`src/sv/bsm_pkg.sv`:
```
`timescale 1ns / 1ps

package bsm_pkg;

    localparam int PRG_BANK_BITS = 6;
    localparam int CHR_BANK_BITS = 8;
    localparam int OFFSET_BITS   = 19;
    localparam int COUNT_BITS    = 7;
    localparam int PRG_SLOTS     = 4;
    localparam int CHR_SLOTS     = 8;

    localparam logic [COUNT_BITS-1:0] PRG_COUNT_RESET = 7'd32;
    localparam logic [7:0]            IRQ_RESET       = 8'd255;

    // configuration register indexes
    localparam logic REG_PRG_BANK_COUNT = 1'b0;

    typedef enum logic [1:0] {
        ACT_WRITE = 2'd0,
        ACT_TICK  = 2'd1,
        ACT_PRG   = 2'd2,
        ACT_CHR   = 2'd3
    } action_t;

    // CPU register window, addr[14:13]
    typedef enum logic [1:0] {
        WIN_BANK   = 2'd0,
        WIN_MIRROR = 2'd1,
        WIN_LATCH  = 2'd2,
        WIN_ENABLE = 2'd3
    } window_t;

    // bank-select commands
    localparam logic [2:0] CMD_CHR_PAIR0 = 3'd0;
    localparam logic [2:0] CMD_CHR_PAIR1 = 3'd1;
    localparam logic [2:0] CMD_CHR_4     = 3'd2;
    localparam logic [2:0] CMD_CHR_5     = 3'd3;
    localparam logic [2:0] CMD_CHR_6     = 3'd4;
    localparam logic [2:0] CMD_CHR_7     = 3'd5;
    localparam logic [2:0] CMD_PRG_FIRST = 3'd6;
    localparam logic [2:0] CMD_PRG_SECOND = 3'd7;

    typedef logic [PRG_BANK_BITS-1:0] prg_bank_t;
    typedef logic [CHR_BANK_BITS-1:0] chr_bank_t;

    typedef struct packed {
        action_t     action;
        logic [15:0] addr;
        logic [7:0]  value;
    } req_t;

    typedef struct packed {
        logic [OFFSET_BITS-1:0] rom_offset;
        logic                   irq_pulse;
        logic                   mirror_horizontal;
    } rsp_t;

    // count minus k, wrapped to the bank width
    function automatic prg_bank_t count_minus(input logic [COUNT_BITS-1:0] count,
                                              input logic [1:0] k);
        logic [31:0] diff;
        diff = 32'(count) - 32'(k);
        return diff[PRG_BANK_BITS-1:0];
    endfunction

endpackage

```
`src/sv/bank_select_mapper_with_scanline_irq_core.sv`:
```
`timescale 1ns / 1ps

// MMC3-style bank-select mapper with scanline IRQ counter. Each request is a
// CPU register write, a scanline tick, a PRG address or a CHR address; each
// gives exactly one response with the ROM offset, IRQ pulse and mirroring mode.
// A request is registered on transfer, resolved combinationally against the
// mapper state and placed in the response register; one request is taken per
// cycle while responses are taken, and a waiting response still lets the next
// request in. prg_bank_count (byte address 0) takes effect at the next R6/R7
// write; the user must write it only while the block is idle (not enforced).
module bank_select_mapper_with_scanline_irq_core (
    input  logic          clk,
    input  logic          rst_n,
    input  logic          req_valid,
    output logic          req_ready,
    input  bsm_pkg::req_t req,
    output logic          rsp_valid,
    input  logic          rsp_ready,
    output bsm_pkg::rsp_t rsp,
    input  logic          psel,
    input  logic          penable,
    input  logic          pwrite,
    input  logic [2:0]    paddr,
    input  logic [31:0]   pwdata,
    output logic [31:0]   prdata,
    output logic          pready
);

    logic                            req_valid_reg;
    bsm_pkg::req_t                   req_reg;
    logic                            rsp_valid_reg;
    bsm_pkg::rsp_t                   rsp_reg;
    logic [bsm_pkg::COUNT_BITS-1:0]  prg_count_reg;
    bsm_pkg::rsp_t                   rsp_next;
    logic                            advance;
    logic                            reg_sel;

    assign advance   = req_valid_reg && (!rsp_valid_reg || rsp_ready);
    assign req_ready = !req_valid_reg || advance;
    assign rsp_valid = rsp_valid_reg;
    assign rsp       = rsp_reg;
    assign pready    = 1'b1;
    assign reg_sel   = (paddr[2] == bsm_pkg::REG_PRG_BANK_COUNT) && (paddr[1:0] == 2'b00);
    assign prdata    = reg_sel ? 32'(prg_count_reg) : 32'd0;

    bsm_engine u_engine (
        .clk            (clk),
        .rst_n          (rst_n),
        .step           (advance),
        .req            (req_reg),
        .prg_bank_count (prg_count_reg),
        .rsp            (rsp_next)
    );

    always_ff @(posedge clk or negedge rst_n)
    begin
        if (!rst_n)
        begin
            req_valid_reg <= 1'b0;
            rsp_valid_reg <= 1'b0;
            prg_count_reg <= bsm_pkg::PRG_COUNT_RESET;
        end
        else
        begin
            if (req_ready)
                req_valid_reg <= req_valid;
            if (advance)
                rsp_valid_reg <= 1'b1;
            else if (rsp_ready)
                rsp_valid_reg <= 1'b0;
            if (psel && penable && pwrite && reg_sel)
                prg_count_reg <= pwdata[bsm_pkg::COUNT_BITS-1:0];
        end
    end

    always_ff @(posedge clk)
    begin
        if (req_valid && req_ready)
            req_reg <= req;
        if (advance)
            rsp_reg <= rsp_next;
    end

endmodule

```
`src/sv/bsm_engine.sv`:
```
`timescale 1ns / 1ps

module bsm_engine (
    input  logic                                 clk,
    input  logic                                 rst_n,
    input  logic                                 step,
    input  bsm_pkg::req_t                        req,
    input  logic [bsm_pkg::COUNT_BITS-1:0]       prg_bank_count,
    output bsm_pkg::rsp_t                        rsp
);

    logic [2:0]          select_command_reg, select_command_next;
    logic                prg_mode_reg, prg_mode_next;
    logic                chr_invert_reg, chr_invert_next;
    bsm_pkg::prg_bank_t  prg_first_reg, prg_first_next;
    bsm_pkg::prg_bank_t  prg_second_reg, prg_second_next;
    bsm_pkg::prg_bank_t  prg_slot_reg [bsm_pkg::PRG_SLOTS];
    bsm_pkg::prg_bank_t  prg_slot_next [bsm_pkg::PRG_SLOTS];
    bsm_pkg::chr_bank_t  chr_slot_reg [bsm_pkg::CHR_SLOTS];
    bsm_pkg::chr_bank_t  chr_slot_next [bsm_pkg::CHR_SLOTS];
    logic                mirror_reg, mirror_next;
    logic [7:0]          irq_count_reg, irq_count_next;
    logic [7:0]          irq_reload_reg, irq_reload_next;
    logic                irq_on_reg, irq_on_next;

    bsm_pkg::prg_bank_t  mask;
    bsm_pkg::prg_bank_t  second_last;
    bsm_pkg::prg_bank_t  last;
    logic                odd;
    logic                remap;
    logic [2:0]          flip;
    logic [31:0]         prg_off;
    logic [31:0]         chr_off;

    assign mask        = bsm_pkg::count_minus(prg_bank_count, 2'd1);
    assign second_last = bsm_pkg::count_minus(prg_bank_count, 2'd2);
    assign last        = mask;
    assign odd         = req.addr[0];
    assign flip        = {chr_invert_reg, 2'b00};

    always_comb
    begin
        select_command_next = select_command_reg;
        prg_mode_next       = prg_mode_reg;
        chr_invert_next     = chr_invert_reg;
        prg_first_next      = prg_first_reg;
        prg_second_next     = prg_second_reg;
        prg_slot_next       = prg_slot_reg;
        chr_slot_next       = chr_slot_reg;
        mirror_next         = mirror_reg;
        irq_count_next      = irq_count_reg;
        irq_reload_next     = irq_reload_reg;
        irq_on_next         = irq_on_reg;
        remap               = 1'b0;
        rsp                 = '0;

        unique case (req.action)
            bsm_pkg::ACT_WRITE:
            begin
                if (req.addr[15])
                begin
                    unique case (bsm_pkg::window_t'(req.addr[14:13]))
                        bsm_pkg::WIN_BANK:
                        begin
                            if (!odd)
                            begin
                                select_command_next = req.value[2:0];
                                prg_mode_next       = req.value[6];
                                chr_invert_next     = req.value[7];
                            end
                            else
                            begin
                                unique case (select_command_reg)
                                    bsm_pkg::CMD_CHR_PAIR0:
                                    begin
                                        chr_slot_next[3'd0 ^ flip] =
                                            bsm_pkg::CHR_BANK_BITS'(req.value);
                                        chr_slot_next[3'd1 ^ flip] =
                                            bsm_pkg::CHR_BANK_BITS'(req.value + 8'd1);
                                    end
                                    bsm_pkg::CMD_CHR_PAIR1:
                                    begin
                                        chr_slot_next[3'd2 ^ flip] =
                                            bsm_pkg::CHR_BANK_BITS'(req.value);
                                        chr_slot_next[3'd3 ^ flip] =
                                            bsm_pkg::CHR_BANK_BITS'(req.value + 8'd1);
                                    end
                                    bsm_pkg::CMD_CHR_4:
                                        chr_slot_next[3'd4 ^ flip] =
                                            bsm_pkg::CHR_BANK_BITS'(req.value);
                                    bsm_pkg::CMD_CHR_5:
                                        chr_slot_next[3'd5 ^ flip] =
                                            bsm_pkg::CHR_BANK_BITS'(req.value);
                                    bsm_pkg::CMD_CHR_6:
                                        chr_slot_next[3'd6 ^ flip] =
                                            bsm_pkg::CHR_BANK_BITS'(req.value);
                                    bsm_pkg::CMD_CHR_7:
                                        chr_slot_next[3'd7 ^ flip] =
                                            bsm_pkg::CHR_BANK_BITS'(req.value);
                                    bsm_pkg::CMD_PRG_FIRST:
                                    begin
                                        prg_first_next =
                                            bsm_pkg::PRG_BANK_BITS'(32'(req.value)) & mask;
                                        remap = 1'b1;
                                    end
                                    default:
                                    begin
                                        prg_second_next =
                                            bsm_pkg::PRG_BANK_BITS'(32'(req.value)) & mask;
                                        remap = 1'b1;
                                    end
                                endcase
                            end
                        end
                        bsm_pkg::WIN_MIRROR:
                        begin
                            if (!odd)
                                mirror_next = req.value[0];
                        end
                        bsm_pkg::WIN_LATCH:
                        begin
                            if (odd)
                                irq_count_next = 8'd0;
                            else
                                irq_reload_next = req.value;
                        end
                        default:
                            irq_on_next = odd;
                    endcase
                end
            end
            bsm_pkg::ACT_TICK:
            begin
                if (irq_count_reg != 8'd0)
                    irq_count_next = irq_count_reg - 8'd1;
                else
                begin
                    rsp.irq_pulse  = irq_on_reg;
                    irq_count_next = irq_reload_reg;
                end
            end
            bsm_pkg::ACT_PRG:
                rsp.rom_offset = prg_off[bsm_pkg::OFFSET_BITS-1:0];
            default:
                rsp.rom_offset = chr_off[bsm_pkg::OFFSET_BITS-1:0];
        endcase

        if (remap)
        begin
            if (prg_mode_reg)
            begin
                prg_slot_next[0] = second_last;
                prg_slot_next[1] = prg_second_next;
                prg_slot_next[2] = prg_first_next;
            end
            else
            begin
                prg_slot_next[0] = prg_first_next;
                prg_slot_next[1] = prg_second_next;
                prg_slot_next[2] = second_last;
            end
            prg_slot_next[3] = last;
        end

        rsp.mirror_horizontal = mirror_next;
    end

    assign prg_off = (32'(prg_slot_reg[req.addr[14:13]]) << 13) | 32'(req.addr[12:0]);
    assign chr_off = (32'(chr_slot_reg[req.addr[12:10]]) << 10) | 32'(req.addr[9:0]);

    always_ff @(posedge clk or negedge rst_n)
    begin
        if (!rst_n)
        begin
            select_command_reg <= '0;
            prg_mode_reg       <= 1'b0;
            chr_invert_reg     <= 1'b0;
            prg_first_reg      <= '0;
            prg_second_reg     <= '0;
            prg_slot_reg[0]    <= '0;
            prg_slot_reg[1]    <= bsm_pkg::PRG_BANK_BITS'(32'd1);
            prg_slot_reg[2]    <= bsm_pkg::count_minus(bsm_pkg::PRG_COUNT_RESET, 2'd2);
            prg_slot_reg[3]    <= bsm_pkg::count_minus(bsm_pkg::PRG_COUNT_RESET, 2'd1);
            for (int i = 0; i < bsm_pkg::CHR_SLOTS; i++)
                chr_slot_reg[i] <= bsm_pkg::CHR_BANK_BITS'(i);
            mirror_reg         <= 1'b0;
            irq_count_reg      <= bsm_pkg::IRQ_RESET;
            irq_reload_reg     <= bsm_pkg::IRQ_RESET;
            irq_on_reg         <= 1'b0;
        end
        else if (step)
        begin
            select_command_reg <= select_command_next;
            prg_mode_reg       <= prg_mode_next;
            chr_invert_reg     <= chr_invert_next;
            prg_first_reg      <= prg_first_next;
            prg_second_reg     <= prg_second_next;
            prg_slot_reg       <= prg_slot_next;
            chr_slot_reg       <= chr_slot_next;
            mirror_reg         <= mirror_next;
            irq_count_reg      <= irq_count_next;
            irq_reload_reg     <= irq_reload_next;
            irq_on_reg         <= irq_on_next;
        end
    end

endmodule
```
`config.mk`:
```
export PLATFORM = sky130hd
export DESIGN_NAME = bank_select_mapper_with_scanline_irq_core
export DESIGN_NICKNAME = d
export VERILOG_FILES = /design/src/sv/bsm_pkg.sv /design/src/sv/bank_select_mapper_with_scanline_irq_core.sv /design/src/sv/bsm_engine.sv
export SDC_FILE = /design/constraint.sdc
export NUM_CORES = 1
export LEC_CHECK = 0
export ABC_AREA = 1
export BUFFER_PORTS_ARGS = -buffer_cell sky130_fd_sc_hd__buf_4
export CAP_MARGIN = 20
export CORE_ASPECT_RATIO = 1.5
export CORE_MARGIN = 10
export CORE_UTILIZATION = 40
export CTS_CLUSTER_DIAMETER = 100
export DETAILED_ROUTE_END_ITERATION = 10
export SLEW_MARGIN = 20
export SYNTH_ARGS = -nofsm -noshare
export SYNTH_HDL_FRONTEND = slang
export SYNTH_HIERARCHICAL = 1
export SYNTH_SLANG_ARGS = --single-unit
export TNS_END_PERCENT = 1
```
`constraint.sdc`:
```
create_clock -name clk -period 3.7 [get_ports clk]
set_clock_uncertainty 0.15 [all_clocks]
set_input_delay 0.185 -clock clk [delete_from_list [all_inputs] [get_ports clk]]
set_output_delay 0.185 -clock clk [all_outputs]
set_load 0.02 [all_outputs]
```
==> results_dict.tcl, run 1 <==
set metrics [dict create \
    p_switching_mw 2.07 \
    route.detailed.drc 0 \
    grt_use_met3 0.0316 \
    path_buf_inv 1 \
    ys_seq_elements 179 \
    nets 1535 \
    tightest_slew_ps 963 \
    yosysWarnings 6 \
    startpoint_type "flip-flop" \
    hp-class "primary input to flip-flop" \
    p_int_mw 4.02 \
    die_h_um 218 \
    power.density_mw_per_mm2 501 \
    finalSetupViolations 0 \
    hold_viol_final 0 \
    grt_overflow 0 \
    yosysSeqAreaShare 0.457 \
    antenna-diode-count 0 \
    ant_nets 0 \
    syn_to_final_growth_pct 16.7 \
    cts.sinks 179 \
    cts-resized-gates 0 \
    pwr-share-seq 0.415 \
    post-route-util 0.472 \
    dpl.hpwl_um 22700 \
    portBuffers 72 \
    cp_slowest_cell "edfxtp_1" \
    post_cts_buffers 0 \
    gp_congestion 0.886 \
    drv_cap 0 \
    critPathRequiredTime_ps 3860 \
    htree_levels 4 \
    p_leak_nw 5.74 \
    antenna_found_initial 0 \
    power_frac_clock 0.327 \
    worstPathMaxFanout 14 \
    ys_types 43 \
    grtUsageTotal 0.187 \
    vias 9568 \
    postCtsHoldBufs 44 \
    cts-buffers-inserted 17 \
    routed_wl_um 31900 \
    nFillCells 2603 \
    final.min_clock_period_ps 2570 \
    drv_slew 0 \
    met2_usage 0.339 \
    io_pins 124 \
    clock-root-buffer "clkbuf_16" \
    status "complete, no violations" \
    core_area_mm2 0.0258 \
    firstDrtPassIters 5 \
    grt_max_degree 94 \
    clockBufferDepth 2 \
    cp.arrival_ps 2720 \
    viasPerCell 5.29 \
    routedWlPerCell_um 17.6 \
    setup-tns-final_ps 0 \
    grt_pass1_vias 9140 \
    clkLatencyLatePin_ps 440 \
    cts_tree "built" \
    cts.reportedPaths.clkPinSlew_ps 70 \
    swShare 0.340 \
    max_slew_margin 0.358 \
    rsz0062_at_grt "no" \
    critical-path-top-delay-family "simple AND/OR/NAND/NOR gates" \
    use_met1 0.208 \
    critical_path_class "flip-flop to flip-flop" \
    syn_avg_cell_area_um2 7.59 \
    start_util 0.405 \
    fin_crit_sh 0.694 \
    power_frac_comb 0.258 \
    syn_inst 1374 \
    die_x_um 152 \
    rows 72 \
    drive_gt1_frac 0.139 \
    critPathCaptureType "flip-flop" \
    grt_pass1_wl_um 50100 \
    max-vdd-ir-drop_mv 0.341 \
    drtIter0Drc 791 \
    max_stage_delay_ps 610 \
    dieArea_mm2 0.0330 \
    synth_area_mm2 0.0104 \
    fmax_mhz 390 \
    cp_cell_sequence "nor2_2 > nand3_2 > nor2_4 > nand3_1 > inv_1 > o21ai_0" \
    busiest_layer "met2" \
]
per-layer routing:
metal	vias up	routed length [um]
li1	4638	-
met1	4548	12300
met2	325	16800
met3	57	1630
met4	0	1140
met5	-	0
worst register-to-register path: stages (launching register included):
cell      delay [ps]
edfxtp_1         610
nor2_2           300
nand3_2          140
nor2_4           200
nand3_1          550
inv_1            380
o21ai_0          120
power by group through the flow:
stage	clock network (mW)	registers, mW	logic [mW]
6_report	1.99	2.53	1.57
3_5_place_dp	0	2.56	1.53
2_1_floorplan	0	2.51	1.14
5_1_grt	2.11	2.56	1.76
4_1_cts	2.04	2.53	1.57
3_3_place_gp	0	2.56	1.51
cell usage in the layout, fill, tap and decap left out, types with 6 or more instances in the layout:
cell / instances
a21oi_1: 45
inv_2: 7
dfrtp_1: 92
clkbuf_16: 17
ha_1: 6
nor2_4: 7
nor3_1: 8
conb_1: 26
nand3_1: 84
nor2_2: 6
o21ai_0: 168
buf_4: 85
nand2_1: 393
inv_1: 126
nor2_1: 127
o22ai_1: 19
a211oi_1: 13
nand2_2: 9
dfstp_2: 39
dlygate4sd3_1: 44
o211ai_1: 30
edfxtp_1: 47
xor2_1: 8
metrics by stage:
stage	setup WS (ps)	cell area [um2]	cells	total power [mW]	hold WS, ps
floorplan	680	10500	1398	3.66	-261
global placement	1230	11100	1731	4.06	203
detailed placement	1210	11100	1731	4.09	198
CTS	1180	12200	1807	6.13	43.1
global route	1000	12200	1807	6.43	73.1
finish	1130	12200	1807	6.09	51.4
worst paths after layout:
| path | depth (start not counted) | slack [ps] | end | start |
|---|---|---|---|---|
| worst min register to register | 2 | 320 | u_engine/prg_slot_reg[4]$_DFFE_PN1P_ | u_engine/prg_slot_reg[4]$_DFFE_PN1P_ |
| worst min-delay path | 4 | 50 | prg_count_reg[3]$_DFFE_PN0P_ | penable |
| max in group asynchronous | 3 | 2280 | prg_count_reg[5]$_DFFE_PN1P_ | rst_n |
| min in group asynchronous | 2 | 240 | u_engine/prg_second_reg[1]$_DFFE_PN0P_ | rst_n |
| worst max-delay path | 6 | 1130 | flip-flop | req_reg[25]$_DFFE_PP_ |
| worst max register to register | 6 | 1130 | flip-flop | req_reg[25]$_DFFE_PP_ |
cell usage after synthesis:
cell type	instances	share of area
nand3_2	5	0.0048
o22ai_1	19	0.011
nand3_1	84	0.040
inv_4	1	0.00060
clkinv_1	3	0.0011
a21oi_4	1	0.0016
nor2_1	127	0.046
nor2_4	7	0.0076
buf_1	2	0.00072
conb_1	2	0.00072
o21bai_2	3	0.0032
o21ai_1	5	0.0024
buf_4	33	0.024
o21ai_0	168	0.081
o211ai_1	30	0.022
nand2_4	1	0.0011
edfxtp_1	47	0.14
dfrtp_1	93	0.22
xor2_1	8	0.0067
nand2_2	9	0.0054
a22oi_1	1	0.00072
a21oi_1	46	0.022
and2_1	1	0.00060
a31oi_1	5	0.0030
o21ai_2	5	0.0042
nor2_2	6	0.0036
nor2_8	1	0.0019
nand2_1	393	0.14
ha_1	6	0.0072
nand4_1	3	0.0018
nor4_1	1	0.00060
buf_2	22	0.011
o31ai_1	1	0.00072
clkbuf_1	24	0.0086
nor3_1	8	0.0038
dfstp_2	39	0.098
o21a_1	3	0.0022
a211oi_1	13	0.0094
inv_1	126	0.045
buf_6	5	0.0054
inv_2	7	0.0025
a22o_1	5	0.0042
o21bai_1	5	0.0036
kinds of logic after synthesis:
family,Yosys count,synth area share
xor+xnor,8,0.00672
flops,179,0.457
fa+ha+maj,6,0.00720
buf+inv,223,0.0987
simple gates,646,0.259
compound gates,310,0.171
other cells,2,0.000720
final cells by class:
class / instances / area [um2] / share of cell area
tap: 333 / 417 / 0.0343
multi-input combinational: 996 / 4730 / 0.389
sequential: 179 / 4760 / 0.392
inverter: 137 / 517 / 0.0425
clock inverter: 13 / 195 / 0.0161
clock buffer: 19 / 444 / 0.0365
timing repair buffer: 130 / 1090 / 0.0896
Note: power is estimated with default switching activity, not from simulation.
==> inputs of run 2 (changes only) <==
==> constraint.sdc (replaced) <==
create_clock -name clk -period 2.2 [get_ports clk]
set_clock_uncertainty 0.15 [all_clocks]
set_input_delay 0.11 -clock clk [delete_from_list [all_inputs] [get_ports clk]]
set_output_delay 0.11 -clock clk [all_outputs]
set_load 0.02 [all_outputs]
==> run 2 against run 1 <==
Power is 66% higher. Sequential cell count did not move. Non-clock buffer count grew 58. Die area unchanged. Design area is 3.4% higher. Combinational power grew 90%. Critical path type unchanged. Largest power group unchanged.
==> results_dict.tcl, run 2 (same netlist as run 1, synthesis figures left out) <==
set metrics [dict create \
    clockBufferDepth 2 \
    cts.reportedPaths.clkPinSlew_ps 80 \
    drv_slew 0 \
    p_switching_mw 3.68 \
    drt-met1-wl_um 13100 \
    cts-buffers-inserted 17 \
    power.density_mw_per_mm2 807 \
    antenna-diode-count 0 \
    status "complete, no violations" \
    critPathRequiredTime_ps 2390 \
    tightest_slew_ps 598 \
    p_int_mw 6.47 \
    grtUsageTotal 0.200 \
    final_cell_mix "nand2_1, o21ai_0, buf_4, nor2_1, inv_1" \
    nets 1593 \
    grt_pass1_wl_um 52900 \
    swShare 0.363 \
    finalSetupViolations 0 \
    critPathCaptureType "flip-flop" \
    rsz0062_at_grt "yes" \
    worstPathMaxFanout 7 \
    firstDrtPassIters 5 \
    max_slew_margin 0.601 \
    die_h_um 218 \
    routed_wl_um 33800 \
    hold_viol_final 0 \
    cts_tree "built" \
    grt_pass1_vias 9627 \
    hp-class "primary input to async pin" \
    io_pins 124 \
    place_ws_ps 165 \
    total_power_mw 10.1 \
    cp.arrival_ps 2290 \
    syn_to_final_growth_pct 20.6 \
    dpl.hpwl_um 24800 \
    post-route-util 0.488 \
    drtIter0Drc 696 \
    viasPerCell 5.30 \
    topRoutingLayerUsed "met4" \
    nFillCells 2570 \
    ant_nets 0 \
    route.detailed.drc 0 \
    grt_overflow 0 \
    rows 72 \
    critical_path_class "flip-flop to flip-flop" \
    clkLatencyLatePin_ps 450 \
    die_x_um 152 \
    worst_slack_ps 96.3 \
    portBuffers 72 \
    drv_cap 0 \
    core_area_mm2 0.0258 \
    gp_congestion 0.947 \
    dieArea_mm2 0.0330 \
    final_common_cell "nand2_1" \
    clock-root-buffer "clkbuf_16" \
    startpoint_type "flip-flop" \
    fin_crit_sh 0.956 \
    fmax_mhz 475 \
    final.min_clock_period_ps 2100 \
    antenna_found_initial 0 \
    power_frac_clock 0.293 \
    routedWlPerCell_um 18.1 \
    htree_levels 4 \
    route.met3.wl_um 1890 \
    max-vdd-ir-drop_mv 0.682 \
    drive_gt1_frac 0.166 \
    grt_max_degree 46 \
    pwr-share-seq 0.413 \
    cts.sinks 179 \
    p_leak_nw 5.99 \
    vias 9876 \
    start_util 0.405 \
    setup-tns-final_ps 0 \
    power_frac_comb 0.294 \
    wl_met2_um 17300 \
]
run 2: changes by cell type in the layout (fill, tap and decap cells not counted), moves of 2 or more:
cell           change
buf_4             +48
dlygate4sd3_1      +8
bufinv_16          -4
inv_6              +3
buf_12             +2
inv_8              +2
run 2: timing repair:
| action | 4_1_cts | 5_1_grt |
|---|---|---|
| endpoints found under the setup margin | 0 | 1 |
| gates resized for setup | 0 | 1 |
| hold endpoints to repair | 149 | 0 |
| buffers inserted | 0 | 1 |
| hold buffers | 52 | 0 |
run 2: metrics by stage:
stage	std cells	hold slack, ps	instance area [um2]
6_report	1865	10.4	12600
5_1_grt	1865	49.0	12600
4_1_cts	1864	17.7	12600
3_5_place_dp	1780	-90.0	11500
3_3_place_gp	1780	-84.3	11500
2_1_floorplan	1398	-336	10500
run 2: critical path, cell delays in order (launching register included):
cell	delay, ps
dfrtp_1	400
buf_4	150
a21oi_4	180
nand3_2	130
nor2_4	210
nand2_4	150
nor2_4	240
nand2_2	200
nand2_1	110
nand2_1	50
run 2: path summary, 6_finish.rpt:
check,slack [ps],end,depth (start not counted),from
setup / recovery,100,flip-flop,9,rsp_valid$_DFFE_PN0P_
hold / removal,10,async pin,2,rst_n
setup reg to reg,100,flip-flop,9,rsp_valid$_DFFE_PN0P_
min in group clk,220,req_reg[15]$_DFFE_PP_,2,req[15]
max in group asynchronous,1170,u_engine/prg_slot_reg[10]$_DFFE_PN1P_,3,rst_n
hold reg to reg,320,u_engine/prg_slot_reg[10]$_DFFE_PN1P_,2,u_engine/prg_slot_reg[10]$_DFFE_PN1P_
run 2: final cells by class:
type / instances / area [um2] / area share
clock buffer: 18 / 429 / 0.0341
clock inverter: 14 / 134 / 0.0107
inverter: 137 / 517 / 0.0411
multi-input combinational: 996 / 4740 / 0.377
sequential: 179 / 4760 / 0.379
tap: 333 / 417 / 0.0331
timing repair buffer: 188 / 1570 / 0.125
run 2: power groups by stage:
stage	Sequential, mW	Clock (mW)	Combinational (mW)
after floorplan	4.23	0	1.93
after global placement	4.24	0	2.79
after detailed placement	4.25	0	2.83
after CTS	4.19	3.05	2.95
after global routing	4.24	3.18	3.30
final	4.19	2.98	2.98
run 2: metal layers:
layer | GRT usage | up-vias
met5 | 0 | -
met2 | 0.351 | 368
li1 | - | 4757
met1 | 0.222 | 4673
met3 | 0.0379 | 78
met4 | 0.112 | 0
